[config.mk]
export PLATFORM = sky130hd
export DESIGN_NAME = i2c_master_transfer_sequencer_unit_flat
export DESIGN_NICKNAME = d
export VERILOG_FILES = /design/src/hdl/i2cms_pkg.sv /design/src/hdl/i2cms_if.sv /design/src/hdl/i2c_master_transfer_sequencer_unit.sv /design/src/hdl/i2cms_in_stage.sv /design/src/hdl/i2cms_step.sv /design/src/hdl/i2cms_out_stage.sv /design/src/flat_wrapper.sv
export SDC_FILE = /design/constraint.sdc
export NUM_CORES = 1
export LEC_CHECK = 0
export BUFFER_PORTS_ARGS = -buffer_cell sky130_fd_sc_hd__clkbuf_2
export CORE_UTILIZATION = 40
export CTS_BUF_LIST = sky130_fd_sc_hd__clkbuf_8
export DETAILED_ROUTE_END_ITERATION = 12
export PLACE_DENSITY_LB_ADDON = 0.12
export SYNTH_ARGS = -nofsm -noshare
export SYNTH_HDL_FRONTEND = slang
export SYNTH_HIERARCHICAL = 1
export SYNTH_SLANG_ARGS = --single-unit
[constraint.sdc]
create_clock -name clk -period 3.9 [get_ports clk]
set_clock_uncertainty 0.1 [all_clocks]
set_input_delay 0.78 -clock clk [delete_from_list [all_inputs] [get_ports clk]]
set_output_delay 0.78 -clock clk [all_outputs]
set_load 0.02 [all_outputs]
[src/hdl/i2cms_pkg.sv]
`default_nettype none
package i2cms_pkg;

  localparam int unsigned CNT_W = 5;
  localparam int unsigned IDX_W = 4;
  localparam logic [CNT_W-1:0] MAX_LEN = 5'd16;
  localparam logic [CNT_W-1:0] CNT_MAX = 5'd31;

  localparam logic [7:0] ST_MASK      = 8'b1111_1000;
  localparam logic [7:0] ST_START     = 8'h08;
  localparam logic [7:0] ST_REP_START = 8'h10;
  localparam logic [7:0] ST_SLAW_ACK  = 8'h18;
  localparam logic [7:0] ST_DTX_ACK   = 8'h28;
  localparam logic [7:0] ST_SLAR_ACK  = 8'h40;
  localparam logic [7:0] ST_DRX_ACK   = 8'h50;
  localparam logic [7:0] ST_DRX_NACK  = 8'h58;

  localparam logic OP_EVENT = 1'b0;
  localparam logic OP_POLL  = 1'b1;

  typedef enum logic [2:0] {
    CMD_NONE    = 3'd0,
    CMD_START   = 3'd1,
    CMD_STOP    = 3'd2,
    CMD_TX      = 3'd3,
    CMD_RX_ACK  = 3'd4,
    CMD_RX_NACK = 3'd5
  } cmd_t;

  typedef struct packed {
    logic             opcode;
    logic [7:0]       bus_status;
    logic [7:0]       rx_byte;
    logic             queue_nonempty;
    logic [6:0]       target_address;
    logic             read_request;
    logic [CNT_W-1:0] transfer_length;
  } in_item_t;

  typedef struct packed {
    cmd_t             bus_command;
    logic             tx_from_buffer;
    logic [7:0]       address_byte;
    logic [IDX_W-1:0] buffer_index;
    logic             store_enable;
    logic [7:0]       store_byte;
    logic             advance_queue;
    logic             busy_res;
  } out_item_t;

endpackage
`default_nettype wire

[src/hdl/i2cms_if.sv]
`default_nettype none
interface i2cms_in_if;
  logic       valid;
  logic       ready;
  logic       opcode;
  logic [7:0] bus_status;
  logic [7:0] rx_byte;
  logic       queue_nonempty;
  logic [6:0] target_address;
  logic       read_request;
  logic [4:0] transfer_length;

  modport source (output valid, opcode, bus_status, rx_byte, queue_nonempty,
                  target_address, read_request, transfer_length, input ready);
  modport sink (input valid, opcode, bus_status, rx_byte, queue_nonempty,
                target_address, read_request, transfer_length, output ready);
endinterface

interface i2cms_out_if;
  logic       valid;
  logic       ready;
  logic [2:0] bus_command;
  logic       tx_from_buffer;
  logic [7:0] address_byte;
  logic [3:0] buffer_index;
  logic       store_enable;
  logic [7:0] store_byte;
  logic       advance_queue;
  logic       busy_res;

  modport source (output valid, bus_command, tx_from_buffer, address_byte,
                  buffer_index, store_enable, store_byte, advance_queue, busy_res,
                  input ready);
  modport sink (input valid, bus_command, tx_from_buffer, address_byte,
                buffer_index, store_enable, store_byte, advance_queue, busy_res,
                output ready);
endinterface
`default_nettype wire

[src/hdl/i2c_master_transfer_sequencer_unit.sv]
// I2C master transfer sequencer: each input item (a poll or a bus status event,
// AVR TWI status codes) yields exactly one result item carrying the next bus
// command, address byte or buffer index, store request and queue advance flag.
// Each item is held in the input register, then decoded into the result register,
// and one item is taken every cycle; throughput is limited only by the sink's ready.
`default_nettype none
module i2c_master_transfer_sequencer_unit
  import i2cms_pkg::*;
(
  input  wire logic   clk,
  input  wire logic   rst,
  i2cms_in_if.sink    item_in,
  i2cms_out_if.source item_out
);

  in_item_t  up_item, st_item;
  out_item_t st_res, out_item;
  logic      st_valid, out_free, fire;

  assign up_item = '{
    opcode:          item_in.opcode,
    bus_status:      item_in.bus_status,
    rx_byte:         item_in.rx_byte,
    queue_nonempty:  item_in.queue_nonempty,
    target_address:  item_in.target_address,
    read_request:    item_in.read_request,
    transfer_length: item_in.transfer_length
  };

  assign fire = st_valid && out_free;

  i2cms_in_stage u_in (
    .clk      (clk),
    .rst      (rst),
    .up_valid (item_in.valid),
    .up_ready (item_in.ready),
    .up_item  (up_item),
    .dn_valid (st_valid),
    .dn_take  (out_free),
    .dn_item  (st_item)
  );

  i2cms_step u_step (
    .clk  (clk),
    .rst  (rst),
    .fire (fire),
    .item (st_item),
    .res  (st_res)
  );

  i2cms_out_stage u_out (
    .clk      (clk),
    .rst      (rst),
    .load     (fire),
    .free     (out_free),
    .res      (st_res),
    .dn_valid (item_out.valid),
    .dn_ready (item_out.ready),
    .dn_item  (out_item)
  );

  assign item_out.bus_command    = out_item.bus_command;
  assign item_out.tx_from_buffer = out_item.tx_from_buffer;
  assign item_out.address_byte   = out_item.address_byte;
  assign item_out.buffer_index   = out_item.buffer_index;
  assign item_out.store_enable   = out_item.store_enable;
  assign item_out.store_byte     = out_item.store_byte;
  assign item_out.advance_queue  = out_item.advance_queue;
  assign item_out.busy_res       = out_item.busy_res;

endmodule
`default_nettype wire

[src/hdl/i2cms_in_stage.sv]
`default_nettype none
module i2cms_in_stage
  import i2cms_pkg::*;
(
  input  wire logic     clk,
  input  wire logic     rst,
  input  wire logic     up_valid,
  output logic          up_ready,
  input  wire in_item_t up_item,
  output logic          dn_valid,
  input  wire logic     dn_take,
  output in_item_t      dn_item
);

  logic valid;
  in_item_t item;

  assign up_ready = !valid || dn_take;
  assign dn_valid = valid;
  assign dn_item  = item;

  always_ff @(posedge clk) begin
    if (rst) begin
      valid <= 1'b0;
    end else if (up_ready) begin
      valid <= up_valid;
    end
    if (up_ready && up_valid) begin
      item <= up_item;
    end
  end

endmodule
`default_nettype wire

[src/hdl/i2cms_step.sv]
`default_nettype none
module i2cms_step
  import i2cms_pkg::*;
(
  input  wire logic     clk,
  input  wire logic     rst,
  input  wire logic     fire,
  input  wire in_item_t item,
  output out_item_t     res
);

  logic [CNT_W-1:0] byte_count, byte_count_next;
  logic             active_flag, active_flag_next;

  logic [CNT_W-1:0] len;
  logic [CNT_W-1:0] cnt_inc;
  logic [7:0]       status;
  logic             finish;
  logic             can_store;

  function automatic cmd_t rx_cmd(input logic [CNT_W-1:0] c, input logic [CNT_W-1:0] l);
    logic [CNT_W:0] c1;
    c1 = {1'b0, c} + {{CNT_W{1'b0}}, 1'b1};
    return (c1 >= {1'b0, l}) ? CMD_RX_NACK : CMD_RX_ACK;
  endfunction

  assign len       = (item.transfer_length > MAX_LEN) ? MAX_LEN : item.transfer_length;
  assign cnt_inc   = (byte_count == CNT_MAX) ? CNT_MAX : byte_count + CNT_W'(1);
  assign status    = item.bus_status & ST_MASK;
  assign can_store = byte_count < MAX_LEN;

  always_comb begin
    res = '0;
    res.bus_command = CMD_NONE;
    finish = 1'b0;
    byte_count_next = byte_count;
    active_flag_next = active_flag;
    if (item.opcode == OP_POLL) begin
      if (!active_flag && item.queue_nonempty) begin
        res.bus_command = CMD_START;
        active_flag_next = 1'b1;
      end
    end else if (item.queue_nonempty) begin
      case (status)
        ST_START, ST_REP_START: begin
          res.bus_command  = CMD_TX;
          res.address_byte = {item.target_address, item.read_request};
        end
        ST_SLAW_ACK: begin
          res.bus_command    = CMD_TX;
          res.tx_from_buffer = 1'b1;
          byte_count_next    = 5'd1;
        end
        ST_DTX_ACK: begin
          if (byte_count >= len) begin
            finish = 1'b1;
          end else begin
            res.bus_command    = CMD_TX;
            res.tx_from_buffer = 1'b1;
            res.buffer_index   = byte_count[IDX_W-1:0];
            byte_count_next    = cnt_inc;
          end
        end
        ST_SLAR_ACK: begin
          res.bus_command = rx_cmd(byte_count, len);
        end
        ST_DRX_ACK: begin
          if (can_store) begin
            res.store_enable = 1'b1;
            res.store_byte   = item.rx_byte;
            res.buffer_index = byte_count[IDX_W-1:0];
          end
          byte_count_next = cnt_inc;
          res.bus_command = rx_cmd(cnt_inc, len);
        end
        ST_DRX_NACK: begin
          if (can_store) begin
            res.store_enable = 1'b1;
            res.store_byte   = item.rx_byte;
            res.buffer_index = byte_count[IDX_W-1:0];
          end
          finish = 1'b1;
        end
        default: begin
          finish = 1'b1;
        end
      endcase
      if (finish) begin
        res.bus_command   = CMD_STOP;
        res.advance_queue = 1'b1;
        byte_count_next   = '0;
        active_flag_next  = 1'b0;
      end else begin
        active_flag_next = 1'b1;
      end
    end
    res.busy_res = active_flag_next;
  end

  always_ff @(posedge clk) begin
    if (rst) begin
      byte_count  <= '0;
      active_flag <= 1'b0;
    end else if (fire) begin
      byte_count  <= byte_count_next;
      active_flag <= active_flag_next;
    end
  end

endmodule
`default_nettype wire

[src/hdl/i2cms_out_stage.sv]
`default_nettype none
module i2cms_out_stage
  import i2cms_pkg::*;
(
  input  wire logic      clk,
  input  wire logic      rst,
  input  wire logic      load,
  output logic           free,
  input  wire out_item_t res,
  output logic           dn_valid,
  input  wire logic      dn_ready,
  output out_item_t      dn_item
);

  logic valid;
  out_item_t item;

  assign free     = !valid || dn_ready;
  assign dn_valid = valid;
  assign dn_item  = item;

  always_ff @(posedge clk) begin
    if (rst) begin
      valid <= 1'b0;
    end else if (free) begin
      valid <= load;
    end
    if (load) begin
      item <= res;
    end
  end

endmodule
`default_nettype wire

[src/flat_wrapper.sv]
// flat-port wrapper written by rule: the top's interface ports become plain ports
module i2c_master_transfer_sequencer_unit_flat import i2cms_pkg::*;
  (clk, rst, item_in_valid, item_in_opcode, item_in_bus_status, item_in_rx_byte, item_in_queue_nonempty, item_in_target_address, item_in_read_request, item_in_transfer_length, item_in_ready, item_out_valid, item_out_bus_command, item_out_tx_from_buffer, item_out_address_byte, item_out_buffer_index, item_out_store_enable, item_out_store_byte, item_out_advance_queue, item_out_busy_res, item_out_ready);
  i2cms_in_if item_in_i ();
  i2cms_out_if item_out_i ();
  input  wire logic clk;
  input  wire logic rst;
  input wire logic [$bits(item_in_i.valid)-1:0] item_in_valid;
  input wire logic [$bits(item_in_i.opcode)-1:0] item_in_opcode;
  input wire logic [$bits(item_in_i.bus_status)-1:0] item_in_bus_status;
  input wire logic [$bits(item_in_i.rx_byte)-1:0] item_in_rx_byte;
  input wire logic [$bits(item_in_i.queue_nonempty)-1:0] item_in_queue_nonempty;
  input wire logic [$bits(item_in_i.target_address)-1:0] item_in_target_address;
  input wire logic [$bits(item_in_i.read_request)-1:0] item_in_read_request;
  input wire logic [$bits(item_in_i.transfer_length)-1:0] item_in_transfer_length;
  output wire logic [$bits(item_in_i.ready)-1:0] item_in_ready;
  output wire logic [$bits(item_out_i.valid)-1:0] item_out_valid;
  output wire logic [$bits(item_out_i.bus_command)-1:0] item_out_bus_command;
  output wire logic [$bits(item_out_i.tx_from_buffer)-1:0] item_out_tx_from_buffer;
  output wire logic [$bits(item_out_i.address_byte)-1:0] item_out_address_byte;
  output wire logic [$bits(item_out_i.buffer_index)-1:0] item_out_buffer_index;
  output wire logic [$bits(item_out_i.store_enable)-1:0] item_out_store_enable;
  output wire logic [$bits(item_out_i.store_byte)-1:0] item_out_store_byte;
  output wire logic [$bits(item_out_i.advance_queue)-1:0] item_out_advance_queue;
  output wire logic [$bits(item_out_i.busy_res)-1:0] item_out_busy_res;
  input wire logic [$bits(item_out_i.ready)-1:0] item_out_ready;
  assign item_in_i.valid = item_in_valid;
  assign item_in_i.opcode = item_in_opcode;
  assign item_in_i.bus_status = item_in_bus_status;
  assign item_in_i.rx_byte = item_in_rx_byte;
  assign item_in_i.queue_nonempty = item_in_queue_nonempty;
  assign item_in_i.target_address = item_in_target_address;
  assign item_in_i.read_request = item_in_read_request;
  assign item_in_i.transfer_length = item_in_transfer_length;
  assign item_in_ready = item_in_i.ready;
  assign item_out_valid = item_out_i.valid;
  assign item_out_bus_command = item_out_i.bus_command;
  assign item_out_tx_from_buffer = item_out_i.tx_from_buffer;
  assign item_out_address_byte = item_out_i.address_byte;
  assign item_out_buffer_index = item_out_i.buffer_index;
  assign item_out_store_enable = item_out_i.store_enable;
  assign item_out_store_byte = item_out_i.store_byte;
  assign item_out_advance_queue = item_out_i.advance_queue;
  assign item_out_busy_res = item_out_i.busy_res;
  assign item_out_i.ready = item_out_ready;
  i2c_master_transfer_sequencer_unit u_core (.clk(clk), .rst(rst), .item_in(item_in_i), .item_out(item_out_i));
endmodule
# Word level (Yosys, flattened, before mapping)
# Cells that the tools add are included.
totals:
  inputBits: 35
  ff_bits: 66
  output_inout_bits: 29
  elab_cells: 87
classes:
  n_reduce_logical: 18
  n_bitwise: 5
  order_cmp: 5
  addsub: 3
  n_eq_ne: 9
  mux: 28
op_table:
  columns: ["operator", "count"]
  rows:
  - ["$mux 26", 1]
  - ["$mux 5", 4]
  - ["$eq 5x4->1 const B", 3]
  - ["$pmux 5 s3", 1]
  - ["$mux 13", 1]
  - ["$add 5x1->6 const B", 2]
  - ["$ge 6x5->1", 2]
  - ["$pmux 3 s4", 1]
  - ["$mux 1", 11]
  - ["$eq 5x2->1 const B", 2]
  - ["$mux 3", 3]
  - ["$mux 9", 1]
  - ["$reduce_or 3->1", 3]
  - ["$mux 8", 1]
  - ["$pmux 4 s2", 1]
  - ["$reduce_or 2->1", 3]
  - ["$add 5x1->5 const B", 1]
  - ["$eq 5x1->1 const B", 1]
  - ["$eq 5x3->1 const B", 1]
  - ["$eq 5x5->1 const B", 1]
  - ["$ge 5x5->1", 1]
  - ["$gt 5x5->1 const B", 1]
  - ["$lt 5x5->1 const B", 1]
  - ["$not 1->1", 5]
  - ["other kinds (10)", 16]

# Depth between registers and ports, before layout
# Gate-level depths: netlist of run 1.
depth:
  depth_word: 10
  ltp_mapped: 12
  mapped_depth_nobuf: 12

# Hierarchy
# Netlist of run 1, hierarchy kept.
modules_own_cells:
  columns: ["mod", "area_per_inst_um2", "seq_area_each_um2", "n_inst", "cells_each"]
  rows:
  - ["i2cms_step", 1109.8, 120.1, 1, 147]
  - ["i2cms_in_stage", 985.9, 950.9, 1, 36]
  - ["i2cms_out_stage", 857.1, 830.8, 1, 31]
  - ["i2c_master_transfer_sequencer_unit", 6.3, 0.0, 1, 1]

# Worst setup path before layout of run 1
# OpenSTA, ideal clock, no wires.
synth_timing:
  path_type: "register to register"
  startpoint: "register u_core.u_step.byte_count[0]"
  endpoint: "register u_core.u_out.item (netlist bit u_core/u_out/dn_item[24]), data pin"
  path_buffers: 0
  t_required_ns: 3.531
  period_less_slack_ns: 2.703
  path_slack_ns: 1.197
  arrival_time_ns: 2.334
  setup_time_ns: 0.269
  path_stages_with_launch: 12
  path_cell_list: "dfxtp_1 ha_1 and3_1 ha_1 or2_2 ha_1 ha_1 o21ai_0 o21ai_0 o211ai_1 o311a_1 o21ai_1"
synth_rtl:
  columns: ["item", "line_no", "source"]
  rows:
  - ["start, declared", "i2cms_step.sv:12", "logic [CNT_W-1:0] byte_count, byte_count_next;"]
  - ["start signal, assigned", "i2cms_step.sv:105", "byte_count <= byte_count_next;"]
  - ["end signal, assigned", "i2cms_out_stage.sv:29", "item <= res;"]
  - ["end, declared", "i2cms_out_stage.sv:16", "out_item_t item;"]

==> metrics.md, run 1 <==
| Metric | Value |
|---|---|
| Status | `finished, final reports clean` |
| Critical path cell sequence | `ha_1, and3_1, ha_1, or2_2, ha_1, ha_1, nor3b_1, o21ai_0, o211ai_1, o311a_1, o21ai_1` |
| Crit path capture type | `register` |
| Slowest cell on crit path | `dfxtp_1` |
| Max clock buf depth | `2` |
| Pin count of the biggest net entering global routing | `33` |
| Fillers | `641` |
| Startpoint Class | `register` |
| Leakage | `0.00140 µW` |
| Row count | `30` |
| TritonCTS buffer count | `9` |
| Die area | `7520 µm²` |
| Nets@finish | `336` |
| Design Area, Final | `3450 µm²` |
| Net Count, Synth | `267` |
| CP peak stage delay | `0.40 ns` |
| Fin. Hold Viols | `0` |
| WP data required | `3.86 ns` |
| Critical Path Stages | `11` |
| Min-Delay Path Depth | `2` |
| Fmax | `336 MHz` |
| Sequential Area | `1810 µm²` |
| Final Total Pwr | `1400 µW` |
| Post-DP HPWL | `3550 µm` |
| Min-delay src | `u_core/u_out/dn_valid$_SDFFE_PP0P_` |
| CP Class | `reg -> reg` |
| Initial antenna violation count | `0` |
| H-tree depth | `3` |
| GR Util met3 | `0.0695` |
| Layout cells sized above 1 | `0.291` |
| RSZ-0062 raised after global routing | `no` |
| Setup_tns | `0 ns` |
| Root buf cell | `clkbuf_8` |
| Pwr dens | `405 nW/µm²` |
| CTS Hold Bufs | `0` |
| Clk slew on worst S/H paths | `0.06 ns` |
| Multi-input gate area | `992 µm²` |
| CTS tree | `done` |
| Worst skew pair latency | `0.33 ns` |
| Kind of cell adding the most delay to the critical path | `adder cells` |
| Buffers & Inverters on Critical Path | `0` |
| Die span in x | `86.7 µm` |
| Post-CTS resize count | `0` |
| Max-slew violation count | `0` |
| Clock tree sinks | `63` |
| Post-Place Cell Area | `3270 µm²` |
| Worst relative slew slack | `0.651` |
| Syn avg cell area | `13.5 µm²` |
| Critical Path Start | `u_core/u_step/byte_count[0]$_SDFFE_PP0P_` |
| ANT cells | `0` |
| Tightest Pin Transition | `0.522 ns` |
| Total number of vias | `1803` |
| Gr usage total | `0.146` |
| Global route overflow | `0` |
| First-pass GRT wire length | `7980 µm` |
| Grt met2 use | `0.228` |
| Final setup vio count | `0` |
| IO Count | `64` |
| Tmin final | `2.98 ns` |
| Max-cap violations | `0` |
| Port Buffers | `60` |
| Starting DRC count in detailed routing | `92` |
| Core area | `6870 µm²` |
| Starting Density | `0.418` |
| Setup Buffers After CTS | `0` |
| Period utilisation layout | `0.764` |
| Cells on worst reg2reg path | `11` |
| Final ANT Viol Nets | `0` |
| Vias in the first global route | `1723` |
| GP Congestion | `0.768` |
| Crit Path Max Fanout | `8` |
| Final hold slack | `0.400 ns` |
| WL final | `4910 µm` |
| Hold WC Path Type | `reg -> reg` |
| Die height | `86.7 µm` |
| Mapped Cells | `212` |
| Arr. time, crit path | `2.94 ns` |
| Synth warn | `6` |
| Vias/cell | `4.73` |
| DRC viols | `0` |
| Critical Path Most Common Cell | `ha_1` |
| Top Usage Layer GRT | `met2` |
| Area Overhead vs Synth | `20.3%` |
| R2R Path Start | `u_core/u_step/byte_count[0]$_SDFFE_PP0P_` |
| Cell Area, Synth | `2870 µm²` |
| WL per Instance | `12.9 µm` |
| 1st-pass router iterations | `4` |
| GR Layer Usage met1 | `0.180` |
| VDD IR max | `0.209 mV` |
-- metal layers --
metal / share of wire / vias to the layer above / wire [µm]
met2: 0.46 / 57 / 2250
met3: 0.057 / 8 / 279
met5: 0 / - / 0
met4: 0.016 / 0 / 79
li1: - / 917 / -
met1: 0.47 / 821 / 2300
-- final timing paths --
path | slack [ns] | end
min reg2reg | 0.40 | u_core/u_out/dn_valid$_SDFFE_PP0P_
max | 0.92 | u_core/u_out/dn_item[24]$_DFFE_PP_
max reg2reg | 0.92 | u_core/u_out/dn_item[24]$_DFFE_PP_
min | 0.40 | u_core/u_out/dn_valid$_SDFFE_PP0P_
-- worst register-to-register path: cells and delay by family, from the launching register on --
kind                       cells  cell delay, ns
adders and majority gates      4            1.01
DFF                            1            0.40
AOI/OAI and AO/OA              4            0.50
and+or+nand+nor                3            0.72
-- state kept, by name, summed over array words and instances, names as in the netlist --
name	flops
u_core/u_step/active_flag	1
u_core/u_out/dn_valid	1
u_core/u_out/dn_item	27
u_core/u_in/dn_item	28
u_core/u_step/byte_count	5
u_core/u_in/dn_valid	1
-- layout make-up --
cell class | count | area share
Tap cell | 96 | 0.0348
Inverter | 11 | 0.0120
Clock buffer | 9 | 0.0359
Sequential cell | 63 | 0.525
Timing Repair Buffer | 61 | 0.0892
Multi-Input combinational cell | 135 | 0.288
Clock inverter | 6 | 0.0156
-- through the flow --
stage | instances | setup slack [ns] | utilization
6_report | 381 | 0.920 | 0.502
5_1_grt | 381 | 0.692 | 0.502
4_1_cts | 381 | 0.915 | 0.502
3_5_place_dp | 366 | 0.945 | 0.477
3_3_place_gp | 366 | 0.930 | 0.477
2_1_floorplan | 212 | 1.20 | -
-- where the power goes --
part           switching (µW)  total (µW)  internal [µW]
sequential               14.1         782            768
clock                     231         515            283
combinational            62.4         101           39.0
total                     308        1400           1090
-- placed cells by master, fill, tap and decap left out, types with 6 or more instances in the layout --
cell type and instances:
clkbuf_2 60, edfxtp_1 55, and2_1 22, ha_1 20
nor2_1 13, inv_1 12, clkbuf_8 9, dfxtp_1 8
nand2_1 8, o21ai_0 7, a21oi_1 6
(Power assumes the default switching activity.)
==> inputs of run 2 (changes only) <==
- clock period: 3.9 -> 2.75 ns (I/O delays scaled with it)
==> metrics.md, run 2 (synthesis gave the netlist of run 1 again) <==
| Metric | Value |
|---|---|
| Status | `finished, final reports clean` |
| Min-Delay Path Depth | `1` |
| Core area | `6870 µm²` |
| Root buf cell | `clkbuf_8` |
| CP Class | `reg -> reg` |
| Worst skew pair latency | `0.34 ns` |
| Crit path capture type | `register` |
| IO Count | `64` |
| ANT cells | `0` |
| Startpoint Class | `register` |
| Nets@finish | `343` |
| DRC viols | `0` |
| Fmax | `377 MHz` |
| Kind of cell adding the most delay to the critical path | `adder cells` |
| WP data required | `2.72 ns` |
| Most common cell after layout, fill and taps aside | `clkbuf_2` |
| CTS tree | `done` |
| Largest register FFs | `28` |
| Fin. Hold Viols | `0` |
| Sw Pwr | `438 µW` |
| Vias/cell | `4.77` |
| Most frequent cells in the layout | `clkbuf_2, edfxtp_1, and2_1, ha_1` |
| TritonCTS buffer count | `9` |
| Slowest cell on crit path | `dfxtp_2` |
| Row count | `30` |
| Clk slew on worst S/H paths | `0.07 ns` |
| Setup Buffers After CTS | `0` |
| Fraction of power spent switching nets | `0.221` |
| Final hold slack | `0.285 ns` |
| Clock tree sinks | `63` |
| Fillers | `623` |
| Port Buffers | `60` |
| Die height | `86.7 µm` |
| Buffers & Inverters on Critical Path | `0` |
| Arr. time, crit path | `2.63 ns` |
| Critical path cell sequence | `ha_2, and3_4, ha_2, or2_2, ha_2, ha_1, nor3b_1, o21ai_1, o211ai_1, o311a_1, o21ai_1` |
| Gr usage total | `0.152` |
| Leakage | `0.00142 µW` |
| RSZ-0062 raised after global routing | `no` |
| Max-cap violations | `0` |
| Hold WC Path Type | `in -> reg` |
| Critical Path Stages | `11` |
| Max clock buf depth | `2` |
| WL per Instance | `13.1 µm` |
| Layout cells sized above 1 | `0.332` |
| WL final | `5070 µm` |
| CTS Hold Bufs | `0` |
| Max-slew violation count | `0` |
| Total number of vias | `1850` |
| Sequential Area | `1810 µm²` |
| Starting DRC count in detailed routing | `86` |
| Worst relative slew slack | `0.666` |
| CP peak stage delay | `0.32 ns` |
| Initial antenna violation count | `0` |
| Pwr dens | `564 nW/µm²` |
| Cells on worst reg2reg path | `11` |
| Final ANT Viol Nets | `0` |
| Critical Path Most Common Cell | `ha_2` |
| First-pass GRT wire length | `8270 µm` |
| Starting Density | `0.418` |
| Multi-input gate area | `1010 µm²` |
| 1st-pass router iterations | `4` |
| Internal power | `1550 µW` |
| Crit Path Max Fanout | `2` |
| Pin count of the biggest net entering global routing | `32` |
| Area Overhead vs Synth | `22.8%` |
| Post-DP HPWL | `3740 µm` |
| VDD IR max | `0.308 mV` |
| Reg power frac | `0.559` |
| Die span in x | `86.7 µm` |
| H-tree depth | `3` |
| GP Congestion | `0.820` |
| Logic gate share of total power | `0.073` |
| Setup_tns | `0 ns` |
| Die area | `7520 µm²` |
| Clock share of power | `0.368` |
| Tmin final | `2.66 ns` |
| Final setup vio count | `0` |
| Vias in the first global route | `1742` |
| Tightest Pin Transition | `0.499 ns` |
| Global route overflow | `0` |
| Period utilisation layout | `0.966` |
run 2: cell types whose count changed in the layout (fill, tap and decap cells not counted), moves of 2 or more:
cell     delta
ha_1        -4
ha_2        +4
buf_4       +7
o21ai_1     +2
o21ai_0     -2
run 2: power by group through the flow:
stage          Combinational (µW)  Sequential, µW  Clock, µW
2_1_floorplan                65.7            1150          0
3_3_place_gp                  144            1130          0
3_5_place_dp                  146            1130          0
4_1_cts                       147            1110        758
5_1_grt                       161            1120        791
6_report                      144            1110        731
run 2: final timing paths:
kind	start	end	slack [ns]
max	u_core/u_step/byte_count[0]$_SDFFE_PP0P_	u_core/u_out/dn_item[24]$_DFFE_PP_	0.09
min	item_in_target_address[0]	u_core/u_in/dn_item[6]$_DFFE_PP_	0.28
max reg2reg	u_core/u_step/byte_count[0]$_SDFFE_PP0P_	u_core/u_out/dn_item[24]$_DFFE_PP_	0.09
min reg2reg	u_core/u_out/dn_valid$_SDFFE_PP0P_	u_core/u_out/dn_valid$_SDFFE_PP0P_	0.40
run 2: layout make-up:
cell class / count / area share
Clock buffer: 9 / 0.0352
Clock inverter: 6 / 0.0153
Inverter: 11 / 0.0117
Multi-Input combinational cell: 135 / 0.287
Sequential cell: 63 / 0.515
Tap cell: 96 / 0.0341
Timing Repair Buffer: 68 / 0.102
run 2: stage by stage:
step,utilization,setup WS (ns),instance area [µm²],total power (µW),std cells
6_report,0.513,0.0944,3520,1990,388
5_1_grt,0.513,0.00206,3520,2070,388
4_1_cts,0.510,0.0183,3500,2010,388
3_5_place_dp,0.484,0.0301,3330,1280,373
3_3_place_gp,0.484,0.00868,3330,1270,373
2_1_floorplan,-,0.0465,2870,1220,212
run 2: per-layer routing:
layer	vias to the layer above	global-route usage	share of wire	wire length (µm)
li1	930	-	-	-
met1	841	0.186	0.45	2260
met2	73	0.237	0.48	2410
met3	6	0.0571	0.068	344
met4	0	0.0727	0.011	57
met5	-	0	0	0
run 2: what timing repair did:
action,4_1_cts,5_1_grt
resized for setup,1,8
endpoints found under the setup margin,1,1
endpoints found under the hold margin,0,0
pin swaps,1,3
